**src/itrs_pkg.sv**
```systemverilog
// ----------------------------------------------------------------------------
// itrs_pkg - shared definitions for the radix string converter
// Widths, character codes, state encoding and small helper functions.
// ----------------------------------------------------------------------------
package itrs_pkg;

    // Input integer width and derived widths
    localparam int VALUE_BITS = 32;
    localparam int BIT_CNT_W  = $clog2(VALUE_BITS);
    localparam int STK_CNT_W  = $clog2(VALUE_BITS + 1);

    // Digit, remainder and character widths
    localparam int DIGIT_W = 6;
    localparam int REM_W   = DIGIT_W + 1;
    localparam int BASE_W  = 6;
    localparam int CHAR_W  = 7;
    localparam int TDATA_W = 8;

    // Base register limits
    localparam logic [BASE_W-1:0] BASE_RESET = 6'd10;
    localparam logic [BASE_W-1:0] BASE_MIN   = 6'd2;
    localparam logic [BASE_W-1:0] BASE_MAX   = 6'd36;
    localparam logic [BASE_W-1:0] BASE_HEX   = 6'd16;

    // Digit values around the letter boundary
    localparam logic [DIGIT_W-1:0] DIGIT_NINE = 6'd9;
    localparam logic [DIGIT_W-1:0] DIGIT_TEN  = 6'd10;

    // ASCII codes
    localparam logic [CHAR_W-1:0] CHAR_ZERO  = 7'h30;
    localparam logic [CHAR_W-1:0] CHAR_A     = 7'h61;
    localparam logic [CHAR_W-1:0] CHAR_X     = 7'h78;
    localparam logic [CHAR_W-1:0] CHAR_MINUS = 7'h2d;

    // Control sequencer states
    typedef enum logic [2:0] {
        ST_IDLE,
        ST_DIV,
        ST_SIGN,
        ST_PRE0,
        ST_PREX,
        ST_DIGIT
    } state_t;

    // Divider status towards the sequencer and the digit stack
    typedef struct packed {
        logic               busy;
        logic               digit_valid;
        logic               final_digit;
        logic [DIGIT_W-1:0] digit;
    } div_status_t;

    // Digit stack control
    typedef struct packed {
        logic push;
        logic pop;
    } stk_ctrl_t;

    // Clamp the written base into 2..36
    function automatic logic [BASE_W-1:0] eff_base(input logic [BASE_W-1:0] b);
        logic [BASE_W-1:0] r;
        if (b < BASE_MIN)
            r = BASE_MIN;
        else if (b > BASE_MAX)
            r = BASE_MAX;
        else
            r = b;
        return r;
    endfunction

    // Digit value to its ASCII character
    function automatic logic [CHAR_W-1:0] digit_char(input logic [DIGIT_W-1:0] d);
        logic [CHAR_W-1:0] c;
        if (d <= DIGIT_NINE)
            c = CHAR_ZERO + CHAR_W'(d);
        else
            c = CHAR_A + CHAR_W'(d - DIGIT_TEN);
        return c;
    endfunction

endpackage

```
**src/integer_to_radix_string.sv**
```systemverilog
// ----------------------------------------------------------------------------
// integer_to_radix_string - signed integer to ASCII text in base 2..36
// Emits '-' for a negative value, then "0x" in base 16, then the digits, one
// character per transfer, most significant first, with tlast on the final character.
// ----------------------------------------------------------------------------
//  Channel   | Signals                                   | Contents
//  ----------+-------------------------------------------+---------------------
//  input     | s_tvalid, s_tready, s_tdata[31:0]         | value (signed)
//  output    | m_tvalid, m_tready, m_tdata[7:0], m_tlast | ascii_char, last
//  config    | cfg_wen, cfg_wdata[5:0]                   | base (reset 10)
//
//  The bit-serial divider produces one quotient bit per cycle, one full pass per digit;
//  characters then leave one per cycle from the output register while m_tready is high.
//  Reset clears control state only; no clearing pass is needed.
//  A stalled output holds the sequencer; the next value is taken as soon as
//  the final character is loaded into the output register.
// ----------------------------------------------------------------------------
module integer_to_radix_string
(
    input  logic                              clk,
    input  logic                              rst_n,
    input  logic                              s_tvalid,
    output logic                              s_tready,
    input  logic [itrs_pkg::VALUE_BITS-1:0]   s_tdata,   // [31:0] value
    output logic                              m_tvalid,
    input  logic                              m_tready,
    output logic [itrs_pkg::TDATA_W-1:0]      m_tdata,   // [6:0] ascii_char, [7] zero
    output logic                              m_tlast,
    input  logic                              cfg_wen,
    input  logic [itrs_pkg::BASE_W-1:0]       cfg_wdata
);

    itrs_pkg::state_t                  state_reg, state_next;
    logic [itrs_pkg::BASE_W-1:0]       base_reg;
    logic [itrs_pkg::BASE_W-1:0]       base_eff;
    logic                              hex;
    logic                              neg_reg;
    logic                              in_xfer;
    logic [itrs_pkg::VALUE_BITS-1:0]   mag;
    itrs_pkg::div_status_t             div_st;
    itrs_pkg::stk_ctrl_t               stk_ctrl;
    logic [itrs_pkg::DIGIT_W-1:0]      stk_top;
    logic [itrs_pkg::STK_CNT_W-1:0]    stk_count;
    logic                              out_free;
    logic                              load;
    logic [itrs_pkg::CHAR_W-1:0]       load_char;
    logic                              load_last;
    logic                              m_tvalid_reg;
    logic [itrs_pkg::CHAR_W-1:0]       m_char_reg;
    logic                              m_tlast_reg;

    // Base register
    always_ff @(posedge clk or negedge rst_n)
    begin
        if (!rst_n)
            base_reg <= itrs_pkg::BASE_RESET;
        else if (cfg_wen)
            base_reg <= cfg_wdata;
    end

    assign base_eff = itrs_pkg::eff_base(base_reg);
    assign hex      = (base_eff == itrs_pkg::BASE_HEX);

    // Input transfer and magnitude
    assign s_tready = (state_reg == itrs_pkg::ST_IDLE);
    assign in_xfer  = s_tvalid && s_tready;
    assign mag      = s_tdata[itrs_pkg::VALUE_BITS-1] ? (~s_tdata + 1'b1) : s_tdata;

    always_ff @(posedge clk)
    begin
        if (in_xfer)
            neg_reg <= s_tdata[itrs_pkg::VALUE_BITS-1];
    end

    itrs_divider u_divider
    (
        .clk    (clk),
        .rst_n  (rst_n),
        .start  (in_xfer),
        .mag    (mag),
        .base   (base_eff),
        .status (div_st)
    );

    itrs_stack u_stack
    (
        .clk        (clk),
        .rst_n      (rst_n),
        .ctrl       (stk_ctrl),
        .push_digit (div_st.digit),
        .top        (stk_top),
        .count      (stk_count)
    );

    // Sequencer: next state and character selection
    assign out_free = !m_tvalid_reg || m_tready;

    always_comb
    begin
        state_next    = state_reg;
        load          = 1'b0;
        load_char     = itrs_pkg::CHAR_ZERO;
        load_last     = 1'b0;
        stk_ctrl.push = div_st.digit_valid;
        stk_ctrl.pop  = 1'b0;
        case (state_reg)
            itrs_pkg::ST_IDLE:
            begin
                if (in_xfer)
                    state_next = itrs_pkg::ST_DIV;
            end
            itrs_pkg::ST_DIV:
            begin
                if (div_st.final_digit)
                begin
                    if (neg_reg)
                        state_next = itrs_pkg::ST_SIGN;
                    else if (hex)
                        state_next = itrs_pkg::ST_PRE0;
                    else
                        state_next = itrs_pkg::ST_DIGIT;
                end
            end
            itrs_pkg::ST_SIGN:
            begin
                load_char = itrs_pkg::CHAR_MINUS;
                if (out_free)
                begin
                    load       = 1'b1;
                    state_next = hex ? itrs_pkg::ST_PRE0 : itrs_pkg::ST_DIGIT;
                end
            end
            itrs_pkg::ST_PRE0:
            begin
                load_char = itrs_pkg::CHAR_ZERO;
                if (out_free)
                begin
                    load       = 1'b1;
                    state_next = itrs_pkg::ST_PREX;
                end
            end
            itrs_pkg::ST_PREX:
            begin
                load_char = itrs_pkg::CHAR_X;
                if (out_free)
                begin
                    load       = 1'b1;
                    state_next = itrs_pkg::ST_DIGIT;
                end
            end
            itrs_pkg::ST_DIGIT:
            begin
                load_char = itrs_pkg::digit_char(stk_top);
                load_last = (stk_count == itrs_pkg::STK_CNT_W'(1));
                if (out_free)
                begin
                    load         = 1'b1;
                    stk_ctrl.pop = 1'b1;
                    if (load_last)
                        state_next = itrs_pkg::ST_IDLE;
                end
            end
            default:
            begin
                state_next = itrs_pkg::ST_IDLE;
            end
        endcase
    end

    always_ff @(posedge clk or negedge rst_n)
    begin
        if (!rst_n)
            state_reg <= itrs_pkg::ST_IDLE;
        else
            state_reg <= state_next;
    end

    // Output register
    always_ff @(posedge clk or negedge rst_n)
    begin
        if (!rst_n)
            m_tvalid_reg <= 1'b0;
        else if (load)
            m_tvalid_reg <= 1'b1;
        else if (m_tready)
            m_tvalid_reg <= 1'b0;
    end

    always_ff @(posedge clk)
    begin
        if (load)
        begin
            m_char_reg  <= load_char;
            m_tlast_reg <= load_last;
        end
    end

    assign m_tvalid = m_tvalid_reg;
    assign m_tdata  = {1'b0, m_char_reg};
    assign m_tlast  = m_tlast_reg;

    // Checks
    assert property (@(posedge clk) disable iff (!rst_n) s_tready |-> !div_st.busy)
        else $error("input ready while divider busy");

    assert property (@(posedge clk) disable iff (!rst_n) in_xfer |=> div_st.busy)
        else $error("divider did not start on input transfer");

    assert property (@(posedge clk) disable iff (!rst_n)
        (state_reg == itrs_pkg::ST_DIGIT) |-> (stk_count != '0))
        else $error("digit stack empty while emitting digits");

    assert property (@(posedge clk) disable iff (!rst_n)
        (stk_ctrl.push && stk_ctrl.pop) |-> 1'b0)
        else $error("digit stack pushed and popped together");

endmodule

```
**src/itrs_divider.sv**
```systemverilog
// ----------------------------------------------------------------------------
// itrs_divider - bit-serial radix divider
// Restoring division of the magnitude by the base, one quotient bit per
// cycle. Each pass yields one digit; passes repeat until the quotient is zero.
// ----------------------------------------------------------------------------
module itrs_divider
(
    input  logic                              clk,
    input  logic                              rst_n,
    input  logic                              start,
    input  logic [itrs_pkg::VALUE_BITS-1:0]   mag,
    input  logic [itrs_pkg::BASE_W-1:0]       base,
    output itrs_pkg::div_status_t             status
);

    localparam logic [itrs_pkg::BIT_CNT_W-1:0] LAST_BIT =
        itrs_pkg::BIT_CNT_W'(itrs_pkg::VALUE_BITS - 1);

    logic                                busy_reg,     busy_next;
    logic [itrs_pkg::BIT_CNT_W-1:0]      bit_cnt_reg,  bit_cnt_next;
    logic [itrs_pkg::VALUE_BITS-1:0]     dvd_reg,      dvd_next;
    logic [itrs_pkg::DIGIT_W-1:0]        rem_reg,      rem_next;
    logic [itrs_pkg::REM_W-1:0]          trial;
    logic                                qbit;
    logic                                pass_end;

    // One restoring step: bring down the next dividend bit, compare, subtract
    always_comb
    begin
        trial    = {rem_reg, dvd_reg[itrs_pkg::VALUE_BITS-1]};
        qbit     = (trial >= {1'b0, base});
        rem_next = qbit ? itrs_pkg::DIGIT_W'(trial - {1'b0, base})
                        : itrs_pkg::DIGIT_W'(trial);
        dvd_next = {dvd_reg[itrs_pkg::VALUE_BITS-2:0], qbit};
        pass_end = busy_reg && (bit_cnt_reg == LAST_BIT);
    end

    // Pass and bit sequencing
    always_comb
    begin
        busy_next    = busy_reg;
        bit_cnt_next = bit_cnt_reg;
        if (start)
        begin
            busy_next    = 1'b1;
            bit_cnt_next = '0;
        end
        else if (busy_reg)
        begin
            if (pass_end)
            begin
                bit_cnt_next = '0;
                if (dvd_next == '0)
                    busy_next = 1'b0;
            end
            else
            begin
                bit_cnt_next = bit_cnt_reg + 1'b1;
            end
        end
    end

    always_ff @(posedge clk or negedge rst_n)
    begin
        if (!rst_n)
        begin
            busy_reg    <= 1'b0;
            bit_cnt_reg <= '0;
        end
        else
        begin
            busy_reg    <= busy_next;
            bit_cnt_reg <= bit_cnt_next;
        end
    end

    // Datapath: quotient shifts in as the dividend shifts out
    always_ff @(posedge clk)
    begin
        if (start)
        begin
            dvd_reg <= mag;
            rem_reg <= '0;
        end
        else if (busy_reg)
        begin
            dvd_reg <= dvd_next;
            rem_reg <= pass_end ? '0 : rem_next;
        end
    end

    assign status.busy        = busy_reg;
    assign status.digit_valid = pass_end;
    assign status.final_digit = pass_end && (dvd_next == '0);
    assign status.digit       = rem_next;

endmodule

```
**src/itrs_stack.sv**
```systemverilog
// ----------------------------------------------------------------------------
// itrs_stack - digit reversal stack
// Shift-register LIFO: digits come in least significant first and leave
// most significant first from entry 0.
// ----------------------------------------------------------------------------
module itrs_stack
(
    input  logic                              clk,
    input  logic                              rst_n,
    input  itrs_pkg::stk_ctrl_t               ctrl,
    input  logic [itrs_pkg::DIGIT_W-1:0]      push_digit,
    output logic [itrs_pkg::DIGIT_W-1:0]      top,
    output logic [itrs_pkg::STK_CNT_W-1:0]    count
);

    logic [itrs_pkg::DIGIT_W-1:0]   stk_reg [itrs_pkg::VALUE_BITS];
    logic [itrs_pkg::STK_CNT_W-1:0] count_reg;

    // Entry shifting
    always_ff @(posedge clk)
    begin
        if (ctrl.push)
        begin
            stk_reg[0] <= push_digit;
            for (int i = 1; i < itrs_pkg::VALUE_BITS; i++)
                stk_reg[i] <= stk_reg[i-1];
        end
        else if (ctrl.pop)
        begin
            for (int i = 0; i < itrs_pkg::VALUE_BITS - 1; i++)
                stk_reg[i] <= stk_reg[i+1];
        end
    end

    // Fill level
    always_ff @(posedge clk or negedge rst_n)
    begin
        if (!rst_n)
            count_reg <= '0;
        else if (ctrl.push)
            count_reg <= count_reg + 1'b1;
        else if (ctrl.pop)
            count_reg <= count_reg - 1'b1;
    end

    assign top   = stk_reg[0];
    assign count = count_reg;

endmodule

```
**config.mk**
```make
export PLATFORM = sky130hd
export DESIGN_NAME = integer_to_radix_string
export DESIGN_NICKNAME = d
export VERILOG_FILES = /design/src/itrs_pkg.sv /design/src/integer_to_radix_string.sv /design/src/itrs_divider.sv /design/src/itrs_stack.sv
export SDC_FILE = /design/constraint.sdc
export NUM_CORES = 1
export LEC_CHECK = 0
export BUFFER_PORTS_ARGS = -buffer_cell sky130_fd_sc_hd__clkbuf_2
export CORE_MARGIN = 10
export CORE_UTILIZATION = 56
export CTS_BUF_LIST = sky130_fd_sc_hd__clkbuf_4 sky130_fd_sc_hd__clkbuf_8 sky130_fd_sc_hd__clkbuf_16
export DETAILED_ROUTE_END_ITERATION = 8
export HOLD_SLACK_MARGIN = 0.15
export PLACE_DENSITY_LB_ADDON = 0.3
export SYNTH_ARGS = -nofsm -noshare
export SYNTH_HDL_FRONTEND = slang
export SYNTH_SLANG_ARGS = --single-unit
export TNS_END_PERCENT = 50
```
**constraint.sdc**
```tcl
create_clock -name clk -period 6.2 [get_ports clk]
set_input_delay 0.62 -clock clk [delete_from_list [all_inputs] [get_ports clk]]
set_output_delay 0.62 -clock clk [all_outputs]
set_load 0.01 [all_outputs]
```
==> out/qor.yml <==
outcome:
  run_status: "completed"
job:
  max-cap-violations: 0
detailed_routing:
  firstDrtPassIters: 7
  drt_first_iter_violations: 766
  viasPerCell: 5.45
  post-route-drc-count: 0
  wire_length_per_cell_after_detailed_routing_um: 15.0
  final_routed_wirelength_um: 23400
  ant_nets: 0
  route.vias.total: 8496
cts:
  cts_tree: "yes"
  ctsResizeCount: 0
  source_to_sink_clock_delay_at_the_later_pin_of_the_worst_skew_pair_ns: 0.52
  cts_buffer_depth: 3
  ctsHtreeMaxLevel: 1
  post-cts-setup-buffer-count: 0
  num_cts_buffers: 27
  cts_num_sinks: 261
  clockRootBuffer: "sky130_fd_sc_hd__clkbuf_16"
  clk_pin_slew_ns: 0.06
logic_synthesis:
  synthFlopType: "sky130_fd_sc_hd__edfxtp_1"
  syn_nets: 1288
  syn-mean-instance-area_sq_um: 10.1
  async_flop_share: 0.0843
  synthesis.yosys.warnings: 0
  synth.cell_area_sq_um: 12400
  synth-edff-count: 233
  ys_ff_latch: 261
  synthDistinctLibCells: 69
  synth_cells: 1227
  synth_seq_area_share: 0.618
finish:
  area_growth_pct: 11.5
  n_fill_cell: 1704
  largest_reg_flops: 192
  antenna-diode-count: 0
  most_frequent_standard_cell_in_the_layout_excluding_fill_and_tap_cells: "sky130_fd_sc_hd__nand2_1"
  top_library_cells_by_usage_in_the_layout_fill_and_taps_aside: "590 x sky130_fd_sc_hd__nand2_1, 233 x sky130_fd_sc_hd__edfxtp_1, 52 x sky130_fd_sc_hd__clkbuf_2"
  nets: 1320
  layout.area.seq_sq_um: 7670
  final_layout_size_suffix_gt1_frac: 0.105
  multiInputGateArea_sq_um: 4490
timing:
  unrepaired_setup_endpoints_after_global_routing: "false"
  post_route_skew_ns: 0.00653
  hold_viol: 0
  period_share: 0.579
  tightest_slew_ns: 1.24
  timing.final.setup_violations: 0
  period_needed_ns: 3.59
  fmax_ghz: 0.279
  drv_slew: 0
  timing.max_slew.rel_slack: 0.173
  fin_setup_tns_ns: 0
placed_design:
  gp_routability_congestion: 0.818
  port-buffer-count: 52
  detail_placement_hpwl_um: 14400
global_route:
  via_count_of_the_first_global_routing_pass: 8367
  gr-usage-all-layers: 0.162
  antenna_found_initial: 0
  largest_net_degree_at_the_start_of_global_routing: 147
  grt_pass1_wl_um: 39800
  overflow: 0
die:
  core_sq_um: 21800
  floorplan.initialDensity: 0.569
  dieWidth_um: 169
  die_h_um: 169
  io_pins: 54
  die-area_sq_um: 28500
  std_cell_rows: 54
worst_setup_path:
  reg2reg_setup_slack_ns: 2.61
  slowest_delay_ns: 0.81
  critical_path_data_required_time_ns: 6.41
  startpoint_type_of_the_worst_setup_path: "register"
  cp_max_fo: 146
  reg2regPathDepth: 7
  timing.critical_path.arrival_ns: 3.80
  setup_cp_type: "register to register"
  crit_path_top_delay_cell: "sky130_fd_sc_hd__nand2_8"
  series_of_cell_instances_along_the_critical_path: "ha_1, and3_1, ha_1, nand2_2, buf_4, nand2_8, buf_4"
  setup.worst_path.end_class: "register"
pwr:
  total_power_mw: 6.97
  pwr_density_cell_nw_per_um2: 503
  power.leakage_nw: 5.78
  max-vdd-ir-drop_v: 0.000276
worst_hold_path:
  hold_depth: 3
  timing.hold.worst.class: "primary input to register"
-- Yosys cell counts, types with 8 or more instances --
library cell,n,area [sq um]
sky130_fd_sc_hd__o31ai_1,13,97.6
sky130_fd_sc_hd__nand2_1,592,2220
sky130_fd_sc_hd__nor2b_1,10,62.6
sky130_fd_sc_hd__dfrtp_1,20,500
sky130_fd_sc_hd__o21ai_1,16,80.1
sky130_fd_sc_hd__xor2_1,30,263
sky130_fd_sc_hd__nor4_1,12,75.1
sky130_fd_sc_hd__ha_1,17,213
sky130_fd_sc_hd__clkbuf_1,45,169
sky130_fd_sc_hd__inv_1,19,71.3
sky130_fd_sc_hd__a21oi_1,17,85.1
sky130_fd_sc_hd__nor2_1,22,82.6
sky130_fd_sc_hd__o21ai_0,41,205
sky130_fd_sc_hd__xnor2_1,12,105
sky130_fd_sc_hd__mux2i_1,8,80.1
sky130_fd_sc_hd__edfxtp_1,233,7000
-- cell families (layout without fill, tap and decap cells) --
| kind of cell | count (synthesis) | in the layout | share of synthesized area |
|---|---|---|---|
| and+or+nand+nor | 685 | 685 | 0.229 |
| DFF | 261 | 261 | 0.618 |
| AOI/OAI and AO/OA | 129 | 129 | 0.0689 |
| buffers and inverters | 77 | 129 | 0.0240 |
| xor gates and xnor gates | 42 | 42 | 0.0296 |
| adders and majority gates | 19 | 19 | 0.0195 |
| muxes | 13 | 13 | 0.0110 |
| other | 1 | 1 | 0.000302 |
-- cell type report --
type,instances,share of cell area
flip-flops and latches,261,0.554
multi-input cells,889,0.324
clock buffers,33,0.0525
well taps,280,0.0253
repair buffers,60,0.0233
clock inverters,16,0.0151
inverters,20,0.00542
-- worst max-delay path: cells and delay by family, from the launching register on --
| kind | cells | cell delay [ns] |
|---|---|---|
| adders and majority gates | 2 | 0.46 |
| buffers and inverters | 2 | 1.28 |
| and+or+nand+nor | 3 | 1.07 |
| DFF | 1 | 0.40 |
-- timing repair --
action / CTS / global route
endpoints found under the setup margin: 0 / 0
hold buffers: 1 / 0
endpoints found under the hold margin: 20 / 0
-- worst paths after layout --
kind / endpoint / startpoint
hold / removal: base_reg[1]$_DFFE_PN1P_ / cfg_wdata[1]
hold reg to reg: u_stack.stk_reg[3][45]$_DFFE_PP_ / u_stack.stk_reg[3][39]$_DFFE_PP_
setup / recovery: u_stack.stk_reg[2][22]$_DFFE_PP_ / u_divider.bit_cnt_reg[0]$_DFFE_PN0P_
min in group asynchronous: state_reg[0]$_DFFE_PN0P_ / rst_n
max in group asynchronous: u_stack.count[0]$_DFFE_PN0P_ / rst_n
setup reg to reg: u_stack.stk_reg[2][22]$_DFFE_PP_ / u_divider.bit_cnt_reg[0]$_DFFE_PN0P_
-- per-stage QoR --
step	instance area, sq um	utilization	hold slack [ns]	worst slack, ns	instances
final	13800	0.634	0.300	2.61	1559
after global routing	13800	0.634	0.316	2.28	1559
after CTS	13800	0.634	0.286	2.56	1559
after detailed placement	12900	0.591	0.443	2.58	1509
after global placement	12900	0.591	0.434	2.58	1509
after floorplan	12400	-	0.324	1.92	1227
-- power breakdown --
part	switching (mW)	internal (mW)	total, mW	leakage, nW
registers	0.404	2.96	3.36	2.52
logic	1.24	0.656	1.89	2.81
clock network	0.672	1.04	1.71	0.458
total	2.31	4.66	6.97	5.78
-- per-layer routing --
| metal | share of wire | wire (um) | up-vias | track usage |
|---|---|---|---|---|
| li1 | - | - | 4249 | - |
| met5 | 0 | 0 | - | 0 |
| met2 | 0.48 | 11200 | 158 | 0.262 |
| met1 | 0.46 | 10800 | 4052 | 0.223 |
| met3 | 0.039 | 921 | 37 | 0.0259 |
| met4 | 0.020 | 471 | 0 | 0.0443 |
Power figures use the tool's default switching activity.
